$ cat src/rtl/core/ilp_pkg.sv
// shared types and constants for the interval lane packer
// no dependencies; every other file of the block uses this package
`default_nettype none

package ilp_pkg;

	// default sizes of the lane table and the cluster buffer
	localparam int MAX_LANES_DEF     = 16;
	localparam int CLUSTER_DEPTH_DEF = 32;

	// fixed field widths of the item channels
	localparam int MINUTE_W = 11;
	localparam int INDEX_W  = 10;
	localparam int LANE_W   = 4;
	localparam int COUNT_W  = 5;

	typedef logic [MINUTE_W-1:0] minute_t;
	typedef logic [INDEX_W-1:0]  index_t;
	typedef logic [LANE_W-1:0]   lane_field_t;
	typedef logic [COUNT_W-1:0]  count_t;

	// controller states
	typedef enum logic [2:0] {
		ST_IDLE,
		ST_PRE_RD,
		ST_PRE_EMIT,
		ST_PLACE,
		ST_FIN_RD,
		ST_FIN_EMIT
	} ilp_state_t;

	// commands from controller to datapath
	typedef struct packed {
		logic accept;
		logic place;
		logic emit;
		logic clear;
		logic final_flush;
	} ilp_cmd_t;

	// status from datapath to controller
	typedef struct packed {
		logic flush_req;
		logic last;
		logic out_free;
		logic at_end;
	} ilp_stat_t;

endpackage

`default_nettype wire

$ cat src/rtl/core/ilp_if.sv
// valid/ready channel interfaces for span items and result items
// depends on ilp_pkg for the field types
`default_nettype none

interface ilp_span_if;
	logic             valid;
	logic             ready;
	ilp_pkg::minute_t start_minute;
	ilp_pkg::minute_t end_minute;
	logic             list_end;

	modport source (output valid, output start_minute, output end_minute, output list_end,
		input ready);
	modport sink (input valid, input start_minute, input end_minute, input list_end,
		output ready);
endinterface

interface ilp_result_if;
	logic                 valid;
	logic                 ready;
	ilp_pkg::index_t      span_index;
	ilp_pkg::lane_field_t lane;
	ilp_pkg::count_t      lane_count;
	logic                 overflow;
	logic                 run_last;

	modport source (output valid, output span_index, output lane, output lane_count,
		output overflow, output run_last, input ready);
	modport sink (input valid, input span_index, input lane, input lane_count,
		input overflow, input run_last, output ready);
endinterface

`default_nettype wire

$ cat src/rtl/core/ilp_ctrl.sv
// controller state machine of the interval lane packer
// depends on ilp_pkg for the state, command and status types
`default_nettype none

module ilp_ctrl (
	input  wire logic               clk,
	input  wire logic               arst_n,
	input  wire logic               in_valid,
	output logic                    in_ready,
	input  wire ilp_pkg::ilp_stat_t stat,
	output ilp_pkg::ilp_cmd_t       cmd
);

	ilp_pkg::ilp_state_t state_q;
	ilp_pkg::ilp_state_t state_nxt;

	// state register
	always_ff @(posedge clk or negedge arst_n) begin
		if (!arst_n) begin
			state_q <= ilp_pkg::ST_IDLE;
		end else begin
			state_q <= state_nxt;
		end
	end

	// next state and commands
	always_comb begin
		state_nxt = state_q;
		cmd       = '0;
		in_ready  = 1'b0;
		case (state_q)
			ilp_pkg::ST_IDLE: begin
				in_ready = 1'b1;
				if (in_valid) begin
					cmd.accept = 1'b1;
					state_nxt  = stat.flush_req ? ilp_pkg::ST_PRE_RD : ilp_pkg::ST_PLACE;
				end
			end
			ilp_pkg::ST_PRE_RD: begin
				state_nxt = ilp_pkg::ST_PRE_EMIT;
			end
			ilp_pkg::ST_PRE_EMIT: begin
				if (stat.out_free) begin
					cmd.emit = 1'b1;
					if (stat.at_end) begin
						cmd.clear = 1'b1;
						state_nxt = ilp_pkg::ST_PLACE;
					end
				end
			end
			ilp_pkg::ST_PLACE: begin
				cmd.place = 1'b1;
				state_nxt = stat.last ? ilp_pkg::ST_FIN_RD : ilp_pkg::ST_IDLE;
			end
			ilp_pkg::ST_FIN_RD: begin
				state_nxt = ilp_pkg::ST_FIN_EMIT;
			end
			ilp_pkg::ST_FIN_EMIT: begin
				cmd.final_flush = 1'b1;
				if (stat.out_free) begin
					cmd.emit = 1'b1;
					if (stat.at_end) begin
						cmd.clear = 1'b1;
						state_nxt = ilp_pkg::ST_IDLE;
					end
				end
			end
			default: begin
				state_nxt = ilp_pkg::ST_IDLE;
			end
		endcase
	end

endmodule

`default_nettype wire

$ cat src/rtl/core/ilp_datapath.sv
// datapath: lane end table, first-fit search, cluster buffer and output register
// depends on ilp_pkg; driven by ilp_ctrl through command and status structs
`default_nettype none

module ilp_datapath #(
	parameter int MAX_LANES     = ilp_pkg::MAX_LANES_DEF,
	parameter int CLUSTER_DEPTH = ilp_pkg::CLUSTER_DEPTH_DEF
) (
	input  wire logic                 clk,
	input  wire logic                 arst_n,
	input  wire ilp_pkg::minute_t     in_start,
	input  wire ilp_pkg::minute_t     in_end,
	input  wire logic                 in_last,
	input  wire ilp_pkg::ilp_cmd_t    cmd,
	output ilp_pkg::ilp_stat_t        stat,
	input  wire logic                 out_ready,
	output logic                      out_valid,
	output ilp_pkg::index_t           out_index,
	output ilp_pkg::lane_field_t      out_lane,
	output ilp_pkg::count_t           out_count,
	output logic                      out_overflow,
	output logic                      out_run_last
);

	localparam int LW = $clog2(MAX_LANES);
	localparam int CW = $clog2(MAX_LANES + 1);
	localparam int AW = $clog2(CLUSTER_DEPTH);
	localparam int FW = $clog2(CLUSTER_DEPTH + 1);

	// captured item
	ilp_pkg::minute_t start_q;
	ilp_pkg::minute_t end_q;
	logic             last_q;
	logic             forced_q;

	// cluster state
	ilp_pkg::minute_t lane_end_q [MAX_LANES];
	logic [CW-1:0]    lanes_q;
	ilp_pkg::minute_t latest_q;
	logic [FW-1:0]    fill_q;
	ilp_pkg::index_t  first_q;
	ilp_pkg::index_t  count_q;
	logic [AW-1:0]    ptr_q;

	// cluster buffer: overflow mark above the lane
	logic [LW:0]      buf_mem [CLUSTER_DEPTH];
	logic [LW:0]      rd_data_s1;
	logic [AW-1:0]    rd_addr;

	// output register
	logic                 out_valid_q;
	ilp_pkg::index_t      out_index_q;
	ilp_pkg::lane_field_t out_lane_q;
	ilp_pkg::count_t      out_count_q;
	logic                 out_overflow_q;
	logic                 out_run_last_q;

	// first-fit search
	logic             natural_close;
	logic             full;
	logic             hit_any;
	logic [LW-1:0]    hit_sel;
	logic             room;
	logic [LW-1:0]    lane_sel;
	logic             lane_ovf;

	// close decisions for an incoming item
	assign natural_close = (fill_q != '0) && (in_start >= latest_q);
	assign full          = fill_q >= FW'(CLUSTER_DEPTH);

	assign stat.flush_req = natural_close || full;
	assign stat.last      = last_q;
	assign stat.out_free  = !out_valid_q || out_ready;
	assign stat.at_end    = FW'(ptr_q) == (fill_q - FW'(1));

	// lowest lane in use whose end is at or before the start
	always_comb begin
		hit_any = 1'b0;
		hit_sel = '0;
		for (int l = MAX_LANES - 1; l >= 0; l--) begin
			if ((CW'(l) < lanes_q) && (lane_end_q[l] <= start_q)) begin
				hit_any = 1'b1;
				hit_sel = LW'(l);
			end
		end
	end

	assign room     = lanes_q < CW'(MAX_LANES);
	assign lane_sel = hit_any ? hit_sel : (room ? lanes_q[LW-1:0] : LW'(MAX_LANES - 1));
	assign lane_ovf = !hit_any && !room;

	// read the next entry ahead while an item goes out
	assign rd_addr = cmd.emit ? ptr_q + AW'(1) : ptr_q;

	// item capture
	always_ff @(posedge clk) begin
		if (cmd.accept) begin
			start_q <= in_start;
			end_q   <= in_end;
		end
	end

	// control and cluster counters
	always_ff @(posedge clk or negedge arst_n) begin
		if (!arst_n) begin
			last_q   <= 1'b0;
			forced_q <= 1'b0;
			lanes_q  <= '0;
			latest_q <= '0;
			fill_q   <= '0;
			first_q  <= '0;
			count_q  <= '0;
			ptr_q    <= '0;
		end else begin
			if (cmd.accept) begin
				last_q   <= in_last;
				forced_q <= !natural_close && full;
				ptr_q    <= '0;
			end
			if (cmd.place) begin
				fill_q  <= fill_q + FW'(1);
				count_q <= count_q + ilp_pkg::index_t'(1);
				ptr_q   <= '0;
				if (!hit_any && room) begin
					lanes_q <= lanes_q + CW'(1);
				end
				if ((fill_q == '0) || (end_q > latest_q)) begin
					latest_q <= end_q;
				end
				if (fill_q == '0) begin
					first_q <= count_q;
				end
			end
			if (cmd.emit) begin
				ptr_q <= ptr_q + AW'(1);
			end
			if (cmd.clear) begin
				fill_q   <= '0;
				lanes_q  <= '0;
				latest_q <= '0;
				if (cmd.final_flush) begin
					count_q <= '0;
					first_q <= '0;
				end
			end
		end
	end

	// lane end table write
	always_ff @(posedge clk) begin
		if (cmd.place) begin
			lane_end_q[lane_sel] <= end_q;
		end
	end

	// cluster buffer, registered read
	always_ff @(posedge clk) begin
		if (cmd.place) begin
			buf_mem[fill_q[AW-1:0]] <= {lane_ovf, lane_sel};
		end
		rd_data_s1 <= buf_mem[rd_addr];
	end

	// output register valid
	always_ff @(posedge clk or negedge arst_n) begin
		if (!arst_n) begin
			out_valid_q <= 1'b0;
		end else if (cmd.emit) begin
			out_valid_q <= 1'b1;
		end else if (out_ready) begin
			out_valid_q <= 1'b0;
		end
	end

	// output register payload
	always_ff @(posedge clk) begin
		if (cmd.emit) begin
			out_index_q    <= first_q + ilp_pkg::index_t'(ptr_q);
			out_lane_q     <= ilp_pkg::lane_field_t'(rd_data_s1[LW-1:0]);
			out_count_q    <= ilp_pkg::count_t'(lanes_q);
			out_overflow_q <= rd_data_s1[LW] | (forced_q & !cmd.final_flush);
			out_run_last_q <= stat.at_end && (cmd.final_flush || !last_q);
		end
	end

	assign out_valid    = out_valid_q;
	assign out_index    = out_index_q;
	assign out_lane     = out_lane_q;
	assign out_count    = out_count_q;
	assign out_overflow = out_overflow_q;
	assign out_run_last = out_run_last_q;

`ifndef SYNTH
	a_lanes_bound: assert property (@(posedge clk) disable iff (!arst_n)
		lanes_q <= CW'(MAX_LANES))
		else $error("lane count beyond lane table");

	a_place_room: assert property (@(posedge clk) disable iff (!arst_n)
		cmd.place |-> fill_q < FW'(CLUSTER_DEPTH))
		else $error("span placed into a full cluster buffer");

	a_emit_free: assert property (@(posedge clk) disable iff (!arst_n)
		cmd.emit |-> (!out_valid_q || out_ready))
		else $error("result overwrites an item not yet taken");

	a_emit_range: assert property (@(posedge clk) disable iff (!arst_n)
		cmd.emit |-> FW'(ptr_q) < fill_q)
		else $error("flush reads past the buffered cluster");

	a_clear_at_end: assert property (@(posedge clk) disable iff (!arst_n)
		cmd.clear |-> (cmd.emit && stat.at_end))
		else $error("cluster cleared before its last item went out");
`endif

endmodule

`default_nettype wire

$ cat src/rtl/core/interval_lane_packer_unit.sv
// interval lane packer top level: ilp_ctrl plus ilp_datapath, depends on ilp_pkg and ilp_if
// an item that closes no cluster goes through accept, then first-fit placement
// a cluster close adds a buffer read, then sends out each buffered span in turn
// a list end adds the same again for its own cluster: results stream one per cycle while results.ready holds
// reset (arst_n low, asynchronous) clears the controller, counters and output valid
`default_nettype none

module interval_lane_packer_unit #(
	parameter int MAX_LANES     = ilp_pkg::MAX_LANES_DEF,
	parameter int CLUSTER_DEPTH = ilp_pkg::CLUSTER_DEPTH_DEF
) (
	input wire logic clk,
	input wire logic arst_n,
	ilp_span_if.sink     spans,
	ilp_result_if.source results
);

	ilp_pkg::ilp_cmd_t  cmd;
	ilp_pkg::ilp_stat_t stat;

	// sequencing
	ilp_ctrl u_ctrl (
		.clk      (clk),
		.arst_n   (arst_n),
		.in_valid (spans.valid),
		.in_ready (spans.ready),
		.stat     (stat),
		.cmd      (cmd)
	);

	// placement and cluster storage
	ilp_datapath #(
		.MAX_LANES     (MAX_LANES),
		.CLUSTER_DEPTH (CLUSTER_DEPTH)
	) u_datapath (
		.clk          (clk),
		.arst_n       (arst_n),
		.in_start     (spans.start_minute),
		.in_end       (spans.end_minute),
		.in_last      (spans.list_end),
		.cmd          (cmd),
		.stat         (stat),
		.out_ready    (results.ready),
		.out_valid    (results.valid),
		.out_index    (results.span_index),
		.out_lane     (results.lane),
		.out_count    (results.lane_count),
		.out_overflow (results.overflow),
		.out_run_last (results.run_last)
	);

endmodule

`default_nettype wire
$ cat src/flat_wrapper.sv
// flat-port wrapper written by rule: the top's interface ports become plain ports
module interval_lane_packer_unit_flat 
#(
	parameter int MAX_LANES     = ilp_pkg::MAX_LANES_DEF,
	parameter int CLUSTER_DEPTH = ilp_pkg::CLUSTER_DEPTH_DEF
)
  (clk, arst_n, spans_valid, spans_start_minute, spans_end_minute, spans_list_end, spans_ready, results_valid, results_span_index, results_lane, results_lane_count, results_overflow, results_run_last, results_ready);
  ilp_span_if spans_i ();
  ilp_result_if results_i ();
  input wire logic clk;
  input wire logic arst_n;
  input wire logic [$bits(spans_i.valid)-1:0] spans_valid;
  input wire logic [$bits(spans_i.start_minute)-1:0] spans_start_minute;
  input wire logic [$bits(spans_i.end_minute)-1:0] spans_end_minute;
  input wire logic [$bits(spans_i.list_end)-1:0] spans_list_end;
  output wire logic [$bits(spans_i.ready)-1:0] spans_ready;
  output wire logic [$bits(results_i.valid)-1:0] results_valid;
  output wire logic [$bits(results_i.span_index)-1:0] results_span_index;
  output wire logic [$bits(results_i.lane)-1:0] results_lane;
  output wire logic [$bits(results_i.lane_count)-1:0] results_lane_count;
  output wire logic [$bits(results_i.overflow)-1:0] results_overflow;
  output wire logic [$bits(results_i.run_last)-1:0] results_run_last;
  input wire logic [$bits(results_i.ready)-1:0] results_ready;
  assign spans_i.valid = spans_valid;
  assign spans_i.start_minute = spans_start_minute;
  assign spans_i.end_minute = spans_end_minute;
  assign spans_i.list_end = spans_list_end;
  assign spans_ready = spans_i.ready;
  assign results_valid = results_i.valid;
  assign results_span_index = results_i.span_index;
  assign results_lane = results_i.lane;
  assign results_lane_count = results_i.lane_count;
  assign results_overflow = results_i.overflow;
  assign results_run_last = results_i.run_last;
  assign results_i.ready = results_ready;
  interval_lane_packer_unit #(.MAX_LANES(MAX_LANES), .CLUSTER_DEPTH(CLUSTER_DEPTH)) u_core (.clk(clk), .arst_n(arst_n), .spans(spans_i), .results(results_i));
endmodule
$ cat config.mk
export PLATFORM = sky130hd
export DESIGN_NAME = interval_lane_packer_unit_flat
export DESIGN_NICKNAME = d
export VERILOG_FILES = /design/src/rtl/core/ilp_pkg.sv /design/src/rtl/core/ilp_if.sv /design/src/rtl/core/ilp_ctrl.sv /design/src/rtl/core/ilp_datapath.sv /design/src/rtl/core/interval_lane_packer_unit.sv /design/src/flat_wrapper.sv
export SDC_FILE = /design/constraint.sdc
export NUM_CORES = 1
export LEC_CHECK = 0
export BUFFER_PORTS_ARGS = -buffer_cell sky130_fd_sc_hd__buf_4
export CAP_MARGIN = 20
export CELL_PAD_IN_SITES_DETAIL_PLACEMENT = 2
export CELL_PAD_IN_SITES_GLOBAL_PLACEMENT = 2
export CORE_MARGIN = 2
export CORE_UTILIZATION = 46
export CTS_CLUSTER_SIZE = 28
export DETAILED_ROUTE_END_ITERATION = 10
export HOLD_SLACK_MARGIN = 0.05
export PLACE_DENSITY_LB_ADDON = 0.1
export SETUP_SLACK_MARGIN = 0.3
export SLEW_MARGIN = 40
export SYNTH_ARGS = -nofsm -noshare
export SYNTH_HDL_FRONTEND = slang
export SYNTH_SLANG_ARGS = --single-unit
$ cat constraint.sdc
create_clock -name clk -period 7 [get_ports clk]
set_input_delay 0.35 -clock clk [delete_from_list [all_inputs] [get_ports clk]]
set_output_delay 0.35 -clock clk [all_outputs]
set_load 0.05 [all_outputs]
==> results of run 1 <==
placed cells by master, fill, tap and decap left out, types with 10 or more instances in the layout:
cell type and n:
xor2_1 15, buf_4 84, a21oi_1 57, nor2_1 87, dfrtp_1 53, xnor2_1 18
inv_1 53, clkbuf_1 10, o31ai_1 10, o211ai_1 11, nand4_1 39, o21ai_0 43
o21a_1 24, clkbuf_16 48, nand3_1 38, mux4_2 50, mux2i_1 11, ha_1 210
a21o_1 18, nor3_1 19, edfxtp_1 379, nand2_1 83, nor2b_1 20, a211oi_1 20
dlygate4sd3_1 24
power groups by stage:
stage | sequential, mW | clock, mW | combinational, mW
2_1_floorplan | 3.58 | 0 | 1.71
3_3_place_gp | 3.52 | 0 | 2.73
5_1_grt | 3.51 | 2.72 | 3.26
6_report | 3.49 | 2.60 | 3.02
3_5_place_dp | 3.52 | 0 | 2.93
4_1_cts | 3.47 | 2.63 | 3.01
final cells by class:
| type | instances | area (um^2) |
|---|---|---|
| fillers | 4180 | 21000 |
| flip-flops and latches | 437 | 12800 |
| multi-input cells | 913 | 7800 |
| clock buffers | 59 | 1250 |
| repair buffers | 113 | 943 |
| well taps | 600 | 751 |
| clock inverters | 25 | 320 |
| inverters | 60 | 228 |
cells by family (layout without fill, tap and decap cells):
logic type,after synthesis,in the layout,share of synthesized area [%]
DFF,437,437,61.4
and+or+nand+nor,350,350,8.35
AOI/OAI and AO/OA,250,250,8.09
adders and majority gates,212,212,12.7
buffers and inverters,95,257,1.76
muxes,68,68,6.30
xor gates and xnor gates,33,33,1.38
routing by layer:
layer | global-route usage (%) | wire [um] | up-vias
li1 | - | - | 5884
met1 | 34.9 | 26300 | 7064
met2 | 52.6 | 35200 | 337
met3 | 3.91 | 2430 | 117
met4 | 8.77 | 2010 | 0
met5 | 0 | 0 | -
worst max-delay path, delay by kind of cell (launching register included):
family          cells  cell delay, ps
flops               1             400
fa+ha+maj           1             260
compound gates      6            2150
buf+inv             2             950
simple gates        3            1240
registers in the layout, summed over array words and instances, names as in the netlist, 6 cells and up:
| register | count |
|---|---|
| u_core.u_datapath.end_q | 11 |
| u_core.u_datapath.start_q | 11 |
| u_core.u_datapath.buf_mem | 160 |
| u_core.u_datapath.count_q | 10 |
| u_core.u_datapath.lane_end_q | 176 |
| u_core.u_datapath.latest_q | 11 |
| u_core.u_datapath.out_index | 10 |
| u_core.u_datapath.first_q | 10 |
| u_core.u_datapath.fill_q | 6 |
worst paths after layout:
| check | to | slack [ps] | cells after the start | start |
|---|---|---|---|---|
| max | u_core.u_datapath.lane_end_q[13][8] | 1610 | 12 | u_core.u_datapath.start_q[1] |
| min | u_core.u_datapath.out_valid | 70 | 3 | results_ready |
| min in group asynchronous | u_core.u_datapath.latest_q[7] | 360 | 2 | arst_n |
| max reg2reg | u_core.u_datapath.lane_end_q[13][8] | 1610 | 12 | u_core.u_datapath.start_q[1] |
| min reg2reg | u_core.u_datapath.out_lane[2] | 410 | 0 | u_core.u_datapath.rd_data_s1[2] |
| max in group asynchronous | u_core.u_datapath.fill_q[2] | 6170 | 2 | arst_n |
stage by stage:
step                      setup WS, ps  cell area (um^2)  instances  hold WS (ps)
after floorplan                   1970             20900       1445          54.4
after global placement            1700             22200       2093           390
after detailed placement          1630             22200       2097           398
after CTS                         1570             24100       2205          53.2
after global routing              1440             24100       2207           107
final                             1610             24100       2207          74.7
repair_timing:
item | CTS | global route
hold buffers | 24 | 0
endpoints found under the hold margin | 76 | 0
resized for setup | 0 | 0
buffers inserted | 0 | 0
==> flow_metrics.env, run 1 <==
export IMPL_status="finished, final reports clean"
export IMPL_antenna_found_initial=0
export IMPL_grt_max_degree=54
export IMPL_p_leak_nw=9.02
export IMPL_tightestPinTransition_ps=892
export IMPL_fin_skew_ps=34.8
export IMPL_vias_per_cell=6.07
export IMPL_core_mm2=0.0451
export IMPL_ioPinCount=50
export IMPL_cts_root_buf="clkbuf_16"
export IMPL_ys_types=72
export IMPL_synth_area_leaders="edfxtp_1 (55%), ha_1 (13%), dfrtp_1 (6.4%)"
export IMPL_finalMaxSlewViolations=0
export IMPL_nNetsFinal=1812
export IMPL_power_mw=9.10
export IMPL_initial_core_util_pct=46.3
export IMPL_peakVddDrop_uv=421
export IMPL_first_pass_iters=5
export IMPL_grt_first_pass_wirelength_um=98900
export IMPL_cp_required_ps=7230
export IMPL_fp_dieH_um=217
export IMPL_clockBufferDepth=3
export IMPL_p_comb_share_pct=33.2
export IMPL_maxCapViolCount=0
export IMPL_cp_end_kind="flip-flop"
export IMPL_yosysTopAreaCell="edfxtp_1"
export IMPL_insertion_delay_ps=630
export IMPL_dr_total_vias=13400
export IMPL_fmax_ghz=0.186
export IMPL_powerDensity_mw_per_mm2=377
export IMPL_min_period_ps=5390
export IMPL_diodes=0
export IMPL_synth_ff_type="edfxtp_1"
export IMPL_seq_power_share_pct=38.3
export IMPL_yosysWarnings=0
export IMPL_slew_headroom_pct=39.9
export IMPL_final_util_pct=53.5
export IMPL_netlist_area_mm2=0.0209
export IMPL_ys_seq_area_share_pct=61.4
export IMPL_synth_common_cells="edfxtp_1 (379), ha_1 (211), nor2_1 (92)"
export IMPL_post_route_period_util_pct=77.0
export IMPL_place_congestion=0.835
export IMPL_ys_seq_elements=437
export IMPL_cts_sinks=437
export IMPL_hpwl_um=42300
export IMPL_hp_class="in2reg"
export IMPL_synth_async_reset_ratio_pct=12.1
export IMPL_clkPwrFrac_pct=28.5
export IMPL_crit_path_start_kind="flip-flop"
export IMPL_synth_fp_nets=1684
export IMPL_syn_avg_cell_area_um2=14.4
export IMPL_ant_nets=0
export IMPL_clkTransAtPathRegs_ps=60
export IMPL_cp_arrival_ps=5620
export IMPL_setup_violations_final=0
export IMPL_path_class="reg2reg"
export IMPL_crit_path_max_incr_delay_ps=730
export IMPL_grt_setup_unrepaired="false"
export IMPL_drtIter0Drc=825
export IMPL_routed_wl_um=65900
export IMPL_sw_frac_of_total_pct=35.8
export IMPL_cts_htree_levels=2
export IMPL_rows=78
export IMPL_yosysMostFrequentCell="edfxtp_1"
export IMPL_die_w_um=217
export IMPL_grt_overflow_total=0
export IMPL_p_switching_mw=3.26
export IMPL_grtUsageTotal_pct=28.6
export IMPL_die_area_mm2=0.0471
export IMPL_synth_top_area_share_pct=54.5
export IMPL_routedWlPerCell_um=29.8
export IMPL_synth_edf_count=379
export IMPL_cts_tree="yes"
export IMPL_crit_fanout=14
export IMPL_crit_path_cell_trace="inv_1 -> buf_4 -> ha_1 -> nor2b_1 -> o31ai_1 -> a31oi_1 -> o21ai_0 -> o311ai_0 -> a211oi_1 -> o22ai_2 -> or3_1 -> nor2b_2"
export IMPL_synthCells=1445
export IMPL_finalSetupTns_ps=0
export IMPL_portBuffers=49
export IMPL_grt_pass1_vias=15200
export IMPL_cts_made_buffers=48
export IMPL_crit_slowest_cell="o21ai_0"
export IMPL_drc=0
export IMPL_finalHoldViolations=0
export IMPL_area_growth_pct=15.5
export IMPL_p_int_mw=5.84
export IMPL_drive_above_1_share_pct=15.7
(Power assumes the default switching activity.)
==> run 2: changes to the inputs <==
- ABC_AREA: not set -> 1
- CORE_UTILIZATION: 46 -> 43
- clock period: 7 -> 5 ns (I/O delays scaled with it)
==> run 2 against run 1 <==
Total power rose by 51%; non-clock buffer count rose by 28; combinational power rose by 70%; critical path depth rose by 10; register-to-register slack got worse by 890 ps; hold slack improved by 8.8 ps; cell count rose by 20%; clock power rose by 36%; synthesized cell count rose by 28%; critical path type unchanged; critical endpoint is now u_core.u_datapath.lane_end_q[4][10]; highest routed layer unchanged.
==> flow_metrics.env, run 2 <==
export IMPL_register_area_mm2=0.0128
export IMPL_crit_slowest_cell="inv_1"
export IMPL_fmax_ghz=0.234
export IMPL_post_route_period_util_pct=85.6
export IMPL_synth_fp_nets=2088
export IMPL_area_growth_pct=16.0
export IMPL_vias_per_cell=5.73
export IMPL_ioPinCount=50
export IMPL_synth_ff_type="edfxtp_1"
export IMPL_cp_top_family="buffers and inverters"
export IMPL_p_int_mw=8.21
export IMPL_fin_skew_ps=14.8
export IMPL_synth_edf_count=379
export IMPL_ant_nets=0
export IMPL_synth_async_reset_ratio_pct=12.1
export IMPL_layout_common_cells="nand2_1 (394), edfxtp_1 (379), ha_1 (210)"
export IMPL_holdBufCountCts=26
export IMPL_hpwl_um=45900
export IMPL_synth_common_cells="nand2_1 (394), edfxtp_1 (379), ha_1 (211)"
export IMPL_peakVddDrop_uv=342
export IMPL_cp_required_ps=5290
export IMPL_antenna_found_initial=0
export IMPL_status="finished, final reports clean"
export IMPL_place_congestion=0.829
export IMPL_netlist_area_mm2=0.0210
export IMPL_finalSetupTns_ps=0
export IMPL_largest_register="u_core.u_datapath.lane_end_q"
export IMPL_clockBufferDepth=3
export IMPL_slew_headroom_pct=39.5
export IMPL_path_class="reg2reg"
export IMPL_synth_area_leaders="edfxtp_1 (54%), ha_1 (13%), nand2_1 (7.1%)"
export IMPL_synth_top_area_share_pct=54.3
export IMPL_crit_fanout=11
export IMPL_crit_path_max_incr_delay_ps=590
export IMPL_die_area_mm2=0.0505
export IMPL_reg2reg_from="u_core.u_datapath.start_q[3]"
export IMPL_final_common_cell="nand2_1"
export IMPL_rr_endpoint="u_core.u_datapath.lane_end_q[4][10]"
export IMPL_syn_avg_cell_area_um2=11.3
export IMPL_cts_sinks=437
export IMPL_drtIter0Drc=711
export IMPL_crit_top_cell="nand2_1"
export IMPL_clkPwrFrac_pct=25.8
export IMPL_p_comb_share_pct=37.4
export IMPL_cts_htree_levels=2
export IMPL_drive_above_1_share_pct=10.0
export IMPL_dr_total_vias=15200
export IMPL_grt_max_degree=81
export IMPL_setup_violations_final=0
export IMPL_grt_overflow_total=0
export IMPL_crit_end="u_core.u_datapath.lane_end_q[4][10]"
export IMPL_startpoint="u_core.u_datapath.start_q[3]"
export IMPL_powerDensity_mw_per_mm2=564
export IMPL_hp_class="in2reg"
export IMPL_largest_reg_flops=176
export IMPL_cts_tree="yes"
export IMPL_sw_frac_of_total_pct=40.2
export IMPL_die_w_um=225
export IMPL_rows=80
export IMPL_finalHoldViolations=0
export IMPL_insertion_delay_ps=600
export IMPL_crit_buf_inv=6
export IMPL_ys_seq_area_share_pct=61.1
export IMPL_routedWlPerCell_um=26.1
export IMPL_cts_made_buffers=49
export IMPL_grt_first_pass_wirelength_um=106000
export IMPL_core_mm2=0.0479
export IMPL_crit_path_start_kind="flip-flop"
export IMPL_tightestPinTransition_ps=907
export IMPL_portBuffers=49
export IMPL_drc=0
export IMPL_clkTransAtPathRegs_ps=60
export IMPL_p_leak_nw=9.74
export IMPL_min_period_ps=4280
export IMPL_final_util_pct=50.7
export IMPL_routed_wl_um=69400
export IMPL_crit_path_cell_trace="inv_1 -> buf_4 -> ha_1 -> a21oi_1 -> o21ai_0 -> nand2_1 -> o2111ai_1 -> nand2_1 -> o21ai_0 -> nand2_1 -> inv_1 -> nand3_1 -> inv_1 -> nand2_1 -> nor2_1 -> inv_1 -> nand2_1 -> nor2_1 -> a21oi_1 -> nand3_1 -> nor2_1 -> buf_4"
export IMPL_yosysWarnings=0
export IMPL_nNetsFinal=2240
export IMPL_first_pass_iters=5
export IMPL_seq_power_share_pct=36.8
export IMPL_rr_worst_depth=22
export IMPL_fp_dieH_um=225
export IMPL_initial_core_util_pct=43.7
export IMPL_synthCells=1849
export IMPL_multi_input_area_mm2=0.00755
export IMPL_ys_types=48
export IMPL_p_switching_mw=5.51
export IMPL_grtUsageTotal_pct=28.3
export IMPL_ys_seq_elements=437
export IMPL_reg2reg_slack_ps=720
export IMPL_grt_setup_unrepaired="false"
export IMPL_diodes=0
export IMPL_cts_resized=0
export IMPL_finalMaxSlewViolations=0
export IMPL_cp_end_kind="flip-flop"
export IMPL_maxCapViolCount=0
export IMPL_nFillCells=4689
export IMPL_cp_depth=22
export IMPL_yosysTopAreaCell="edfxtp_1"
export IMPL_cp_arrival_ps=4570
export IMPL_cts_root_buf="clkbuf_16"
export IMPL_grt_pass1_vias=17500
export IMPL_yosysMostFrequentCell="nand2_1"
export IMPL_post_cts_buffers=0
[run 2: cell count changes in the layout (fill, tap and decap cells not counted), sizes merged, moves of 21 or more]
cell	delta
inv	+58
nand3	+170
o21a	-21
nor2	+48
buf	+26
nor2b	-24
nand2	+310
a21oi	+54
mux4	-50
[run 2: area by class of cell]
class                      count  share of cell area [%]
clock buffer                  69                    5.61
clock inverter                21                   0.705
inverter                     122                    1.89
multi-input combinational   1250                    31.0
sequential                   437                    52.7
tap                          615                    3.16
timing repair buffer         141                    4.91
[run 2: worst min-delay path, stage by stage]
cell and delay (ps):
buf_4 110, inv_1 60, nor2_2 70, o21ai_0 150
[run 2: worst min-delay path by stage]
stage | start | end | slack [ps] | cells past startpoint
3_3_place_gp | arst_n | u_core.u_datapath.count_q[9] | 360 | 1
6_report | spans_valid | u_core.u_datapath.forced_q | 80 | 4
5_1_grt | spans_valid | u_core.u_datapath.forced_q | 100 | 4
4_1_cts | spans_valid | u_core.u_datapath.last_q | 60 | 4
3_5_place_dp | arst_n | u_core.u_datapath.count_q[9] | 380 | 1
2_1_floorplan | arst_n | u_core.u_ctrl.state_q[0] | -50 | 0
[run 2: power by group through the flow]
stage	Clock (mW)	Sequential [mW]	Combinational (mW)
finish	3.54	5.05	5.12
global route	3.72	5.10	5.67
CTS	3.59	5.05	5.15
detailed placement	0	5.11	5.01
global placement	0	5.11	4.62
floorplan	0	5.30	2.84
[run 2: metrics by stage]
| step | power [mW] | area (um^2) | hold WS (ps) | std cells | setup WS (ps) |
|---|---|---|---|---|---|
| finish | 13.7 | 24300 | 83.5 | 2655 | 718 |
| global route | 14.5 | 24300 | 98.5 | 2655 | 363 |
| CTS | 13.8 | 24300 | 58.0 | 2654 | 729 |
| detailed placement | 10.1 | 22500 | 375 | 2538 | 798 |
| global placement | 9.73 | 22400 | 363 | 2531 | 929 |
| floorplan | 8.13 | 21000 | -45.6 | 1849 | 901 |
[run 2: routing by layer]
layer,GRT usage [%],vias up,routed length [um]
met2,52.2,294,36600
li1,-,6923,-
met4,13.0,0,3180
met1,32.7,7820,27400
met5,0,-,0
met3,3.44,163,2190
[run 2: kinds of logic after synthesis]
kind of cell,share of synthesized area [%]
simple gates,16.3
buf+inv,3.05
flops,61.1
compound gates,5.93
fa+ha+maj,12.7
xor+xnor,0.878
